### src/hdl/qnr_pkg.sv
package qnr_pkg;

    localparam int unsigned FRAC_BITS_DEF = 16;
    localparam int unsigned WORD_BITS_DEF = 32;

    localparam logic [2:0] REG_COEF4 = 3'd0;
    localparam logic [2:0] REG_COEF3 = 3'd1;
    localparam logic [2:0] REG_COEF2 = 3'd2;
    localparam logic [2:0] REG_COEF1 = 3'd3;
    localparam logic [2:0] REG_COEF0 = 3'd4;
    localparam logic [2:0] REG_TOL   = 3'd5;
    localparam logic [2:0] REG_LIMIT = 3'd6;

    localparam logic [1:0] ST_CONVERGED = 2'd0;
    localparam logic [1:0] ST_ZERO_DER  = 2'd1;
    localparam logic [1:0] ST_LIMIT     = 2'd2;

    // Datapath operations issued by the controller.
    typedef enum logic [3:0] {
        OP_NONE,
        OP_LOAD,
        OP_DCOEF,
        OP_DER_MUL,
        OP_DER_ADD,
        OP_F_MUL,
        OP_F_ADD,
        OP_DIV_START,
        OP_STEP,
        OP_ERR_START,
        OP_ERR_DONE
    } t_op;

    typedef enum logic [3:0] {
        S_IDLE,
        S_DCOEF,
        S_CHECK,
        S_DMUL,
        S_DADD,
        S_DTEST,
        S_FMUL,
        S_FADD,
        S_DIVS,
        S_DIVW,
        S_STEP,
        S_ERRS,
        S_ERRW,
        S_ERRD,
        S_DONE
    } t_state;

    typedef struct packed {
        t_op        op;
        logic [2:0] k;
    } t_cmd;

    typedef struct packed {
        logic d_zero;
        logic x1_zero;
        logic conv;
        logic div_busy;
        logic limit_hit;
    } t_stat;

endpackage

### src/hdl/qnr_ctrl.sv
module qnr_ctrl import qnr_pkg::*; (
    input  logic       i_clk,
    input  logic       i_rst_n,
    input  logic       i_start,
    input  logic       i_out_taken,
    input  t_stat      i_stat,
    output t_cmd       o_cmd,
    output logic       o_idle,
    output logic       o_done,
    output logic [7:0] o_iters,
    output logic [1:0] o_status
);
    t_state r_state, n_state;
    logic [2:0] r_k, n_k;
    logic [7:0] r_iters;
    logic [1:0] r_status;

    always_comb begin
        n_state = r_state;
        n_k = r_k;
        unique case (r_state)
            S_IDLE:  if (i_start) n_state = S_DCOEF;
            S_DCOEF: n_state = S_CHECK;
            S_CHECK: begin
                n_k = '0;
                n_state = i_stat.limit_hit ? S_DONE : S_DMUL;
            end
            S_DMUL:  n_state = S_DADD;
            S_DADD: begin
                if (r_k == 3'd2) begin
                    n_state = S_DTEST;
                end else begin
                    n_k = r_k + 1'b1;
                    n_state = S_DMUL;
                end
            end
            S_DTEST: begin
                n_k = '0;
                n_state = i_stat.d_zero ? S_DONE : S_FMUL;
            end
            S_FMUL:  n_state = S_FADD;
            S_FADD: begin
                if (r_k == 3'd3) begin
                    n_state = S_DIVS;
                end else begin
                    n_k = r_k + 1'b1;
                    n_state = S_FMUL;
                end
            end
            S_DIVS:  n_state = S_DIVW;
            S_DIVW:  if (!i_stat.div_busy) n_state = S_STEP;
            S_STEP:  n_state = S_ERRS;
            S_ERRS:  n_state = i_stat.x1_zero ? S_ERRD : S_ERRW;
            S_ERRW:  if (!i_stat.div_busy) n_state = S_ERRD;
            S_ERRD:  n_state = S_CHECK;
            S_DONE:  if (i_out_taken) n_state = S_IDLE;
            default: n_state = S_IDLE;
        endcase
        // Convergence is tested on the error written in S_ERRD.
        if (r_state == S_CHECK && r_iters != 8'd0 && i_stat.conv) n_state = S_DONE;
    end

    always_comb begin
        o_cmd.op = OP_NONE;
        o_cmd.k  = r_k;
        unique case (r_state)
            S_IDLE:  if (i_start) o_cmd.op = OP_LOAD;
            S_DCOEF: o_cmd.op = OP_DCOEF;
            S_DMUL:  o_cmd.op = OP_DER_MUL;
            S_DADD:  o_cmd.op = OP_DER_ADD;
            S_FMUL:  o_cmd.op = OP_F_MUL;
            S_FADD:  o_cmd.op = OP_F_ADD;
            S_DIVS:  o_cmd.op = OP_DIV_START;
            S_STEP:  o_cmd.op = OP_STEP;
            S_ERRS:  o_cmd.op = i_stat.x1_zero ? OP_NONE : OP_ERR_START;
            // The datapath keeps the old error when the new estimate is zero.
            S_ERRD:  o_cmd.op = OP_ERR_DONE;
            default: o_cmd.op = OP_NONE;
        endcase
        o_idle   = (r_state == S_IDLE);
        o_done   = (r_state == S_DONE);
        o_iters  = r_iters;
        o_status = r_status;
    end

    always_ff @(posedge i_clk) begin
        if (!i_rst_n) begin
            r_state  <= S_IDLE;
            r_k      <= '0;
            r_iters  <= '0;
            r_status <= ST_LIMIT;
        end else begin
            r_state <= n_state;
            r_k     <= n_k;
            if (r_state == S_IDLE && i_start) begin
                r_iters  <= '0;
                r_status <= ST_LIMIT;
            end
            if (r_state == S_CHECK && !(r_iters != 8'd0 && i_stat.conv) &&
                !i_stat.limit_hit) r_iters <= r_iters + 1'b1;
            if (r_state == S_CHECK && r_iters != 8'd0 && i_stat.conv) r_status <= ST_CONVERGED;
            if (r_state == S_DTEST && i_stat.d_zero) r_status <= ST_ZERO_DER;
        end
    end
endmodule

### config.mk
export PLATFORM = sky130hd
export DESIGN_NAME = qnr_ctrl
export DESIGN_NICKNAME = d
export VERILOG_FILES = /design/src/hdl/qnr_pkg.sv /design/src/hdl/qnr_ctrl.sv
export SDC_FILE = /design/constraint.sdc
export NUM_CORES = 1
export LEC_CHECK = 0
export ABC_AREA = 1
export BUFFER_PORTS_ARGS = -buffer_cell sky130_fd_sc_hd__buf_2
export CAP_MARGIN = 0
export CELL_PAD_IN_SITES_DETAIL_PLACEMENT = 0
export CELL_PAD_IN_SITES_GLOBAL_PLACEMENT = 2
export CORE_ASPECT_RATIO = 0.9
export CORE_MARGIN = 8
export CORE_UTILIZATION = 29
export DETAILED_ROUTE_END_ITERATION = 10
export GPL_TIMING_DRIVEN = 0
export PLACE_DENSITY_LB_ADDON = 0.1
export SETUP_SLACK_MARGIN = 0.15
export SLEW_MARGIN = 30
export SYNTH_ARGS = -nofsm -noshare
export SYNTH_HDL_FRONTEND = slang
export SYNTH_SLANG_ARGS = --single-unit
### constraint.sdc
create_clock -name i_clk -period 3.5 [get_ports i_clk]
set_input_delay 0.7 -clock i_clk [delete_from_list [all_inputs] [get_ports i_clk]]
set_output_delay 0.7 -clock i_clk [all_outputs]
set_load 0.01 [all_outputs]
==> out/metrics.cfg <==
[setup_path]
cp_num_buf_inv=2
cpPeakStageDelay_ns=0.44
crit_start=r_state[3]
cp_max_fo=5
r2r_end=r_state[1]
slowest_stage=dfxtp_1
worstReg2RegStart=r_state[0]
path_depth=6
arrival_ns=1.72
rrSetupSlack_ns=1.95
critPathRequiredTime_ns=2.80
reg2reg_depth=9
cpLargestDelayFamily=simple AND/OR/NAND/NOR gates
endpoint_kind=output pin
setup.worst_path.end=o_cmd[6]
crit_type=register to output pin
start_kind=register
crit_chain=inv_1 -> nor2_1 -> nand2_1 -> or2_2 -> o221ai_1 -> buf_2

[placed_design]
dp_hpwl_um=2920
dpl_cell_area_um2=1410
portBuffers=26
gp_congestion=0.808

[synth]
ys_warn_count=0
syn_inst=196
synth_top_area_share_pct=28.0
yosysUniqueCellTypes=24
synth-seq-cells=17
synth_edf_count=0
ys_top_cells_by_count=48 x nand2_1, 26 x inv_1, 25 x nor2_1
synth.most_common_cell=nand2_1
netlist_area_um2=1210
syn_nets=210
ys.flop_type=dfxtp_1
async_flop_share_pct=0
ys_seq_area_share_pct=28.0
syn_area_per_cell_um2=6.20
synthTopCellsByArea=dfxtp_1 28%, nand2_1 15%, nand3_1 9.1%
synth_area_leader_cell=dfxtp_1

[drt]
num_vias=1332
ant_nets=0
wl_per_cell_um=13.5
drc=0
dr.first_iter.drc_count=90
firstDrtPassIters=4
routed_wl_um=3690
via_per_inst=4.86

[floorplan]
coreArea_um2=4050
die_area_um2=6520
start_util_pct=30.0
rows=22
die_h_um=77.4
die_x_um=84.2
ios=28

[clock_network]
root_buffer=clkbuf_8
hold_buffers=0
cts_buffers=3
clock_latency_ns=0.25
clkTransAtPathRegs_ns=0.07
max-clock-path-buffers=2
cts-resized-gates=0
clock_sinks=17
htree_levels=1
cts_setup_buffers=0
cts_tree=done

[power_and_ir_drop]
report.power.total_mw=0.752
ir_worst_vdd_mv=0.261
power.leakage_nw=0.696
p_per_area_nw_per_um2=519

[timing]
hold_ws_ns=0.484
hold_violations=0
skew_ns=0.00492
setup_tns_ns=0
slew_violations=0
setup_viol=0
period_minus_slack_ns=2.42
slew_headroom_pct=78.1
tightest_slew_ns=0.328
fin_crit_sh_pct=69.1
fmax_ghz=0.414
rsz0062_at_grt=false

[grt]
antenna_found_initial=0
grt_pass1_wl_um=6200
grtUsageTotal_pct=11.5
overflow=0
grt_pass1_vias=1314
grt_max_degree=11

[final_layout]
antenna_cells=0
drive_gt1_share_pct=18.1
area_delta_synth_final_pct=19.4
finish.utilization_pct=35.8
finalNetCount=241
final_area_um2=1450

[hold_path]
worst_hold_path_type=register to register

[outcome]
outcome=completed

[job]
drv_cap=0

[routing by layer]
| metal | track usage [%] | wire (µm) | share of wire, % |
|---|---|---|---|
| met5 | 0 | 0 | 0 |
| met4 | 2.59 | 24 | 0.65 |
| met3 | 3.65 | 223 | 6.0 |
| met2 | 16.7 | 1530 | 41 |
| met1 | 16.0 | 1910 | 52 |
[state kept, by name (all words and copies together) (netlist names)]
signal	cells
r_k	3
o_status	2
r_state	4
o_iters	8
[worst min path at each step]
stage / startpoint / endpoint / slack, ns / cells past startpoint
floorplan: r_k[1] / r_k[1] / 0.50 / 2
global placement: o_status[0] / o_status[0] / 0.47 / 2
detailed placement: o_status[0] / o_status[0] / 0.47 / 2
CTS: o_status[0] / o_status[0] / 0.49 / 2
global route: o_status[0] / o_status[0] / 0.52 / 2
finish: o_status[0] / o_status[0] / 0.48 / 2
[cell families after synthesis]
logic type | after synthesis | share of synthesized area (%)
flops | 17 | 28.0
buf+inv | 30 | 10.3
simple gates | 107 | 39.5
fa+ha+maj | 5 | 5.15
xor+xnor | 1 | 0.721
compound gates | 36 | 16.3
[where the power goes]
part	switching [mW]	internal, mW	total (mW)
logic	0.227	0.117	0.344
clock network	0.0711	0.0808	0.152
registers	0.0338	0.222	0.256
total	0.332	0.420	0.752
[cells in the final DEF (no fill, tap or decap)]
| master | count |
|---|---|
| a21oi_1 | 19 |
| buf_2 | 26 |
| buf_4 | 2 |
| clkbuf_1 | 1 |
| clkbuf_8 | 3 |
| clkinv_4 | 1 |
| dfxtp_1 | 17 |
| ha_1 | 5 |
| inv_1 | 26 |
| inv_2 | 1 |
| nand2_1 | 48 |
| nand2_2 | 1 |
| nand2_4 | 1 |
| nand3_1 | 22 |
| nand3b_1 | 2 |
| nand4_1 | 2 |
| nor2_1 | 25 |
| nor2_2 | 1 |
| nor2_4 | 3 |
| nor3_1 | 1 |
| o21ai_0 | 12 |
| o21ai_1 | 1 |
| o21ai_4 | 1 |
| o221ai_1 | 1 |
| o22ai_1 | 2 |
| or2_2 | 1 |
| xor2_1 | 1 |
[area by class of cell]
| type | instances | area (µm²) |
|---|---|---|
| Multi-Input combinational cell | 149 | 749 |
| Buffer | 2 | 15.0 |
| Timing Repair Buffer | 26 | 130 |
| Clock buffer | 4 | 45.0 |
| Tap cell | 48 | 60.1 |
| Inverter | 28 | 110 |
| Sequential cell | 17 | 340 |
| Fill cell | 468 | 2600 |
[tightest hold or removal path, cell delays in order, from the launching register on]
cell	delay, ns
dfxtp_1	0.31
nand2_1	0.06
o22ai_1	0.07
[through the flow]
| stage | std cells | worst slack, ns |
|---|---|---|
| finish | 274 | 1.08 |
| global route | 274 | 1.01 |
| CTS | 274 | 1.09 |
| detailed placement | 270 | 1.38 |
| global placement | 270 | 1.38 |
| floorplan | 196 | 1.62 |
No activity file was read; power rests on OpenSTA's default activity.
