==> src/hdl/qnr_pkg.sv <==
package qnr_pkg;

    localparam int unsigned FRAC_BITS_DEF = 16;
    localparam int unsigned WORD_BITS_DEF = 32;

    localparam logic [2:0] REG_COEF4 = 3'd0;
    localparam logic [2:0] REG_COEF3 = 3'd1;
    localparam logic [2:0] REG_COEF2 = 3'd2;
    localparam logic [2:0] REG_COEF1 = 3'd3;
    localparam logic [2:0] REG_COEF0 = 3'd4;
    localparam logic [2:0] REG_TOL   = 3'd5;
    localparam logic [2:0] REG_LIMIT = 3'd6;

    localparam logic [1:0] ST_CONVERGED = 2'd0;
    localparam logic [1:0] ST_ZERO_DER  = 2'd1;
    localparam logic [1:0] ST_LIMIT     = 2'd2;

    // Datapath operations issued by the controller.
    typedef enum logic [3:0] {
        OP_NONE,
        OP_LOAD,
        OP_DCOEF,
        OP_DER_MUL,
        OP_DER_ADD,
        OP_F_MUL,
        OP_F_ADD,
        OP_DIV_START,
        OP_STEP,
        OP_ERR_START,
        OP_ERR_DONE
    } t_op;

    typedef enum logic [3:0] {
        S_IDLE,
        S_DCOEF,
        S_CHECK,
        S_DMUL,
        S_DADD,
        S_DTEST,
        S_FMUL,
        S_FADD,
        S_DIVS,
        S_DIVW,
        S_STEP,
        S_ERRS,
        S_ERRW,
        S_ERRD,
        S_DONE
    } t_state;

    typedef struct packed {
        t_op        op;
        logic [2:0] k;
    } t_cmd;

    typedef struct packed {
        logic d_zero;
        logic x1_zero;
        logic conv;
        logic div_busy;
        logic limit_hit;
    } t_stat;

endpackage

==> src/hdl/qnr_divider.sv <==
module qnr_divider import qnr_pkg::*; #(
    parameter int unsigned NUM_BITS = 112,
    parameter int unsigned DEN_BITS = 64,
    parameter int unsigned Q_BITS   = 64
) (
    input  logic                i_clk,
    input  logic                i_rst_n,
    input  logic                i_start,
    input  logic [NUM_BITS-1:0] i_num,
    input  logic [DEN_BITS-1:0] i_den,
    output logic                o_busy,
    output logic [Q_BITS-1:0]   o_quot,
    output logic                o_ovf
);
    localparam int unsigned CW = $clog2(NUM_BITS + 1);

    logic [NUM_BITS-1:0] r_num;
    logic [DEN_BITS-1:0] r_den;
    logic [DEN_BITS:0]   r_rem;
    logic [Q_BITS-1:0]   r_quot;
    logic                r_ovf;
    logic [CW-1:0]       r_cnt;
    logic                r_busy;
    logic [DEN_BITS:0]   n_shift;
    logic                n_ge;

    // Restoring division, one bit a cycle; the remainder stays below the divisor.
    always_comb begin
        n_shift = {r_rem[DEN_BITS-1:0], r_num[NUM_BITS-1]};
        n_ge    = n_shift >= {1'b0, r_den};
    end

    always_ff @(posedge i_clk) begin
        if (!i_rst_n) begin
            r_busy <= 1'b0;
            r_cnt  <= '0;
        end else if (i_start) begin
            r_busy <= 1'b1;
            r_cnt  <= CW'(NUM_BITS);
        end else if (r_busy) begin
            r_cnt <= r_cnt - 1'b1;
            if (r_cnt == CW'(1)) begin
                r_busy <= 1'b0;
            end
        end
    end

    always_ff @(posedge i_clk) begin
        if (i_start) begin
            r_num  <= i_num;
            r_den  <= i_den;
            r_rem  <= '0;
            r_quot <= '0;
            r_ovf  <= 1'b0;
        end else if (r_busy) begin
            r_num  <= {r_num[NUM_BITS-2:0], 1'b0};
            r_rem  <= n_ge ? n_shift - {1'b0, r_den} : n_shift;
            r_quot <= {r_quot[Q_BITS-2:0], n_ge};
            if (r_quot[Q_BITS-1]) begin
                r_ovf <= 1'b1;
            end
        end
    end

    assign o_busy = r_busy;
    assign o_quot = r_quot;
    assign o_ovf  = r_ovf;
endmodule

==> src/hdl/qnr_datapath.sv <==
module qnr_datapath import qnr_pkg::*; #(
    parameter int unsigned FRAC_BITS = FRAC_BITS_DEF,
    parameter int unsigned WORD_BITS = WORD_BITS_DEF
) (
    input  logic        i_clk,
    input  logic        i_rst_n,
    input  t_cmd        i_cmd,
    input  logic [31:0] i_guess,
    input  logic [31:0] i_coef4,
    input  logic [31:0] i_coef3,
    input  logic [31:0] i_coef2,
    input  logic [31:0] i_coef1,
    input  logic [31:0] i_coef0,
    input  logic [31:0] i_tol,
    input  logic [7:0]  i_limit,
    input  logic [7:0]  i_iters,
    output t_stat       o_stat,
    output logic [31:0] o_root,
    output logic [31:0] o_err
);
    localparam int unsigned W   = WORD_BITS;
    localparam int unsigned NB  = W + 7 + FRAC_BITS;
    localparam logic signed [W-1:0] WMAX = {1'b0, {(W-1){1'b1}}};
    localparam logic signed [W-1:0] WMIN = {1'b1, {(W-1){1'b0}}};

    typedef logic signed [W-1:0] t_w;

    function automatic t_w sat_ext(input logic [31:0] v);
        logic signed [63:0] e;
        e = 64'(signed'(v));
        if (e > 64'(WMAX)) return WMAX;
        if (e < 64'(WMIN)) return WMIN;
        return t_w'(e);
    endfunction

    function automatic t_w sadd(input t_w a, input t_w b);
        logic signed [W:0] s;
        s = {a[W-1], a} + {b[W-1], b};
        if (s[W] != s[W-1]) return s[W] ? WMIN : WMAX;
        return s[W-1:0];
    endfunction

    function automatic t_w ssub(input t_w a, input t_w b);
        logic signed [W:0] s;
        s = {a[W-1], a} - {b[W-1], b};
        if (s[W] != s[W-1]) return s[W] ? WMIN : WMAX;
        return s[W-1:0];
    endfunction

    function automatic logic [W-1:0] mag(input t_w v);
        return v[W-1] ? W'(-v) : W'(v);
    endfunction

    function automatic t_w from_mag(input logic neg, input logic [W:0] m, input logic ovf);
        if (ovf || (!neg && m > {2'b0, {(W-1){1'b1}}}) ||
            (neg && m > {2'b01, {(W-1){1'b0}}})) return neg ? WMIN : WMAX;
        return neg ? t_w'(-m) : t_w'(m);
    endfunction

    t_w r_x, r_x1, r_acc, r_d4, r_d3, r_d2, r_d, r_c4, r_c3, r_c2, r_c1, r_c0;
    logic [31:0] r_err;
    logic [2*W-1:0] r_prod;
    logic           r_pneg;
    logic           r_dneg;
    logic           n_div_start;
    logic [NB-1:0]  n_num;
    logic [W-1:0]   n_den;
    logic           div_busy;
    logic [W-1:0]   div_q;
    logic           div_ovf;
    t_w             n_mulres;
    t_w             n_coef;
    logic [W:0]     n_pm;
    logic           n_povf;
    t_w             n_diff;

    qnr_divider #(.NUM_BITS(NB), .DEN_BITS(W), .Q_BITS(W)) u_div (
        .i_clk  (i_clk),
        .i_rst_n(i_rst_n),
        .i_start(n_div_start),
        .i_num  (n_num),
        .i_den  (n_den),
        .o_busy (div_busy),
        .o_quot (div_q),
        .o_ovf  (div_ovf)
    );

    // Q-format product from the registered full magnitude product.
    always_comb begin
        n_pm     = {1'b0, r_prod[W-1+FRAC_BITS:FRAC_BITS]};
        n_povf   = |r_prod[2*W-1:W+FRAC_BITS];
        n_mulres = from_mag(r_pneg, n_pm, n_povf);
        unique case (i_cmd.k)
            3'd0:    n_coef = (i_cmd.op == OP_DER_ADD) ? r_d3 : r_c3;
            3'd1:    n_coef = (i_cmd.op == OP_DER_ADD) ? r_d2 : r_c2;
            3'd2:    n_coef = r_c1;
            default: n_coef = r_c0;
        endcase
        n_diff = ssub(r_x1, r_x);
        n_div_start = (i_cmd.op == OP_DIV_START) || (i_cmd.op == OP_ERR_START);
        if (i_cmd.op == OP_DIV_START) begin
            n_num = NB'(mag(r_acc)) << FRAC_BITS;
            n_den = mag(r_d);
        end else begin
            n_num = NB'(NB'(mag(n_diff)) * NB'(100)) << FRAC_BITS;
            n_den = mag(r_x1);
        end
    end

    always_ff @(posedge i_clk) begin
        unique case (i_cmd.op)
            OP_LOAD: begin
                r_x   <= sat_ext(i_guess);
                r_x1  <= sat_ext(i_guess);
                r_c4  <= sat_ext(i_coef4);
                r_c3  <= sat_ext(i_coef3);
                r_c2  <= sat_ext(i_coef2);
                r_c1  <= sat_ext(i_coef1);
                r_c0  <= sat_ext(i_coef0);
                r_err <= 32'(100) << FRAC_BITS;
            end
            OP_DCOEF: begin
                r_d4 <= sadd(sadd(sadd(r_c4, r_c4), r_c4), r_c4);
                r_d3 <= sadd(sadd(r_c3, r_c3), r_c3);
                r_d2 <= sadd(r_c2, r_c2);
                r_acc <= r_c4;
            end
            OP_DER_MUL, OP_F_MUL: begin
                r_prod <= (2*W)'(mag((i_cmd.k == 3'd0 && i_cmd.op == OP_DER_MUL) ? r_d4 :
                                     (i_cmd.k == 3'd0) ? r_c4 : r_acc)) * (2*W)'(mag(r_x));
                r_pneg <= ((i_cmd.k == 3'd0 && i_cmd.op == OP_DER_MUL) ? r_d4[W-1] :
                           (i_cmd.k == 3'd0) ? r_c4[W-1] : r_acc[W-1]) != r_x[W-1];
            end
            OP_DER_ADD: begin
                r_acc <= sadd(n_mulres, n_coef);
                if (i_cmd.k == 3'd2) begin
                    r_d <= sadd(n_mulres, n_coef);
                end
            end
            OP_F_ADD: begin
                r_acc <= sadd(n_mulres, n_coef);
            end
            OP_DIV_START: begin
                r_dneg <= r_acc[W-1] != r_d[W-1];
            end
            OP_STEP: begin
                r_x1 <= ssub(r_x, from_mag(r_dneg, {1'b0, div_q}, div_ovf));
            end
            OP_ERR_DONE: begin
                // A zero estimate leaves the error as it was.
                if (r_x1 != '0) begin
                    r_err <= (div_ovf || (W > 32 && |(div_q >> 32))) ? 32'hFFFF_FFFF :
                             32'(div_q);
                end
                r_x   <= r_x1;
            end
            default: ;
        endcase
    end

    always_comb begin
        o_stat.d_zero    = (r_d == '0);
        o_stat.x1_zero   = (r_x1 == '0);
        o_stat.conv      = (r_err <= i_tol);
        o_stat.div_busy  = div_busy;
        o_stat.limit_hit = (i_iters >= i_limit);
        if (W > 32 && r_x1 > t_w'(64'sh7FFF_FFFF)) o_root = 32'h7FFF_FFFF;
        else if (W > 32 && r_x1 < t_w'(-64'sh8000_0000)) o_root = 32'h8000_0000;
        else o_root = 32'(r_x1);
        o_err = r_err;
    end
endmodule

==> config.mk <==
export PLATFORM = sky130hd
export DESIGN_NAME = qnr_datapath
export DESIGN_NICKNAME = d
export VERILOG_FILES = /design/src/hdl/qnr_pkg.sv /design/src/hdl/qnr_divider.sv /design/src/hdl/qnr_datapath.sv
export SDC_FILE = /design/constraint.sdc
export NUM_CORES = 2
export LEC_CHECK = 0
export ABC_AREA = 1
export ABC_CLOCK_PERIOD_IN_PS = 11700
export BUFFER_PORTS_ARGS = -buffer_cell sky130_fd_sc_hd__buf_4
export CORE_ASPECT_RATIO = 0.5
export CORE_MARGIN = 1
export CORE_UTILIZATION = 25
export DETAILED_ROUTE_END_ITERATION = 8
export REMOVE_ABC_BUFFERS = 1
export SLEW_MARGIN = 30
export SYNTH_ARGS = -nofsm -noshare
export SYNTH_HDL_FRONTEND = slang
export SYNTH_SLANG_ARGS = --single-unit
==> constraint.sdc <==
create_clock -name i_clk -period 11.7 [get_ports i_clk]
set_input_delay 1.17 -clock i_clk [delete_from_list [all_inputs] [get_ports i_clk]]
set_output_delay 1.17 -clock i_clk [all_outputs]
set_load 0.005 [all_outputs]
==> results_dict.tcl <==
set metrics [dict create \
    die_w_um 815 \
    drt_iter0_drc 6654 \
    synth_flop_cell "edfxtp_1" \
    rows 148 \
    place_congestion 0.983 \
    dr.pass1.iters 6 \
    path_buf_inv 8 \
    ys_seq_area_frac 0.213 \
    dieHeight_um 408 \
    hp-class "reg -> reg" \
    cts_resized 0 \
    crit_arrival_ps 10940 \
    grt_overflow_total 0 \
    slowest_stage "fa_1" \
    reg2reg_depth 37 \
    synth_cell_types 67 \
    vias 73700 \
    multi_input_area_mm2 0.0558 \
    nNetsFinal 12700 \
    synth-edff-count 537 \
    worst_setup_path_start_kind "flip-flop" \
    rsz0062_at_grt "false" \
    grt_start_max_net_pins 79 \
    regArea_mm2 0.0176 \
    cts_tree "yes" \
    max_freq_mhz 95.0 \
    setup.worst_path.end "r_prod[59]$_DFFE_PP_" \
    avgSynthCellArea_um2 7.68 \
    r2r_start "r_x[1]$_DFFE_PP_" \
    antenna_found_initial 9 \
    root_buffer "clkbuf_16" \
    drive_above_1_share 0.0706 \
    worst_pin_slew_ps 1090 \
    status "finished clean" \
    top_level_ports 318 \
    dp_hpwl_mm 265 \
    insertion_delay_ps 680 \
    syn_inst 10800 \
    start_util 0.253 \
    end_kind "flip-flop" \
    cp.required_ps 12120 \
    cp.depth 37 \
    max-clock-path-buffers 3 \
    slowest_delay_ps 620 \
    largest-register "r_prod" \
    reg_top3 "r_prod: 48 flops, u_div.r_num: 39 flops" \
    setup_violations 0 \
    tns_ps 0 \
    rr_endpoint "r_prod[59]$_DFFE_PP_" \
    crit_type "reg -> reg" \
    fillers 35500 \
    rrSetupSlack_ps 1170 \
    slew_violations 0 \
    cts_buffers 69 \
    clock_skew_ps 48.6 \
    port_buffers 317 \
    avgViaCountPerCell 4.83 \
    coreArea_mm2 0.327 \
    netlist_area_mm2 0.0826 \
    cp_top_family "adder cells" \
    crit_top_cell "fa_1" \
    die_area_mm2 0.333 \
    htree_levels 3 \
    most-common-layout-cells "2135 x nand2_1, 1901 x inv_1, 1253 x nor2_1" \
    critPathMaxFanout 17 \
    first_global_vias 74400 \
    postCtsHoldBufs 0 \
    final_common_cell "nand2_1" \
    largest_register_ffs 48 \
    antenna_left 0 \
    async_flop_share 0 \
    ys_seq_elements 609 \
    yosys_warnings 0 \
    wl_per_cell_um 20.8 \
    grt_pass1_wl_mm 473 \
    cts_setup_buffers 0 \
    area_delta_synth_final_pct 11.8 \
    grt_use_total 0.187 \
    clock-sinks 609 \
    drt_wl_total_mm 317 \
    period_needed_ps 10530 \
    clk_pin_slew_ps 70 \
    drc_errors 0 \
    maxSlewHeadroom 0.265 \
    finalCritPeriodShare 0.900 \
    critPathLaunch "r_x[1]$_DFFE_PP_" \
    hold_viol 0 \
    maxCapViolations 0 \
]
worst min path at each step:
stage                                      from                           to  slack (ps)  cells past startpoint
floorplan           u_div.r_rem[1]$_SDFFE_PN0P_  u_div.r_rem[1]$_SDFFE_PN0P_         450                      2
global placement    u_div.r_rem[1]$_SDFFE_PN0P_  u_div.r_rem[1]$_SDFFE_PN0P_         460                      2
detailed placement  u_div.r_rem[1]$_SDFFE_PN0P_  u_div.r_rem[1]$_SDFFE_PN0P_         460                      2
CTS                 u_div.r_rem[1]$_SDFFE_PN0P_  u_div.r_rem[1]$_SDFFE_PN0P_         470                      2
global route        u_div.r_rem[1]$_SDFFE_PN0P_  u_div.r_rem[1]$_SDFFE_PN0P_         490                      2
finish              u_div.r_rem[1]$_SDFFE_PN0P_  u_div.r_rem[1]$_SDFFE_PN0P_         470                      2
cell families (layout without fill, tap and decap cells):
logic type,count (synthesis),after routing,synth area share
buf+inv,2464,2596,0.114
flops,609,609,0.213
compound gates,1754,1754,0.119
simple gates,4026,4026,0.196
xor+xnor,331,331,0.0353
mux,1,1,0.000136
other cells,0,2,0
fa+ha+maj,1573,1573,0.323
per-layer routing:
metal / part of all wire / global-route usage / wire length, µm
met1: 0.41 / 0.236 / 129000
met2: 0.46 / 0.309 / 146000
met3: 0.076 / 0.0329 / 24000
met4: 0.058 / 0.0899 / 18300
met5: 0.00016 / 0 / 50
metrics by stage:
stage | utilization | hold WS (ps) | instance area [µm²] | std cells | worst slack, ps
global route | 0.282 | 487 | 92300 | 15200 | 541
finish | 0.282 | 474 | 92300 | 15200 | 1170
detailed placement | 0.275 | 464 | 90000 | 15100 | 870
CTS | 0.282 | 474 | 92300 | 15200 | 1340
floorplan | - | 446 | 80500 | 10300 | 144
global placement | 0.275 | 462 | 90000 | 15100 | 852
cell type report:
| class | count | share of cell area |
|---|---|---|
| antenna | 2 | 0.0000542 |
| clock buffer | 79 | 0.0193 |
| clock inverter | 48 | 0.00545 |
| inverter | 1957 | 0.0796 |
| multi-input combinational | 7685 | 0.604 |
| sequential | 609 | 0.190 |
| tap | 4350 | 0.0589 |
| timing repair buffer | 512 | 0.0420 |
synth_stat cells, types with 4 or more instances:
master,instances,area (µm²)
nor3b_1,4,30.0
nor2_1,1261,4730
clkbuf_1,420,1580
a211oi_1,4,30.0
clkinv_1,24,90.1
o22ai_1,46,288
a21oi_1,622,3110
o21ai_1,36,180
edfxtp_1,537,16100
o21ai_0,675,3380
a21boi_0,17,128
a221oi_1,9,78.8
nand2_2,7,43.8
o21a_1,51,383
and3_1,4,25.0
a21o_1,41,308
or2_2,26,163
buf_4,6,45.0
ha_1,644,8060
nand4_1,71,444
buf_2,58,290
o2111ai_1,34,298
xor2_1,228,2000
nand2_1,2140,8030
buf_6,7,78.8
nor2_2,26,163
xnor2_1,101,885
nor4_1,28,175
inv_2,28,105
nor3_1,119,596
o21bai_1,41,308
inv_1,1904,7150
o211ai_1,67,503
a31oi_1,66,413
nand3_1,309,1550
and2_1,5,31.3
buf_1,16,60.1
o32ai_1,7,61.3
o21ai_2,6,52.6
dfxtp_1,72,1440
o31ai_1,6,45.0
fa_1,929,18600
nand3b_1,14,105
worst register-to-register path, delay by kind of cell (launching register included):
family | cells | cell delay [ps]
AND/OR/NAND/NOR | 10 | 1300
buffers and inverters | 8 | 1190
XOR/XNOR | 1 | 170
adder cells (fa/ha/maj) | 10 | 4950
flip-flops | 1 | 460
AO/OA/AOI/OAI | 8 | 2240
Power is not shown: default switching activity piles up to over one toggle a cycle in this logic, so the estimate is an artifact.
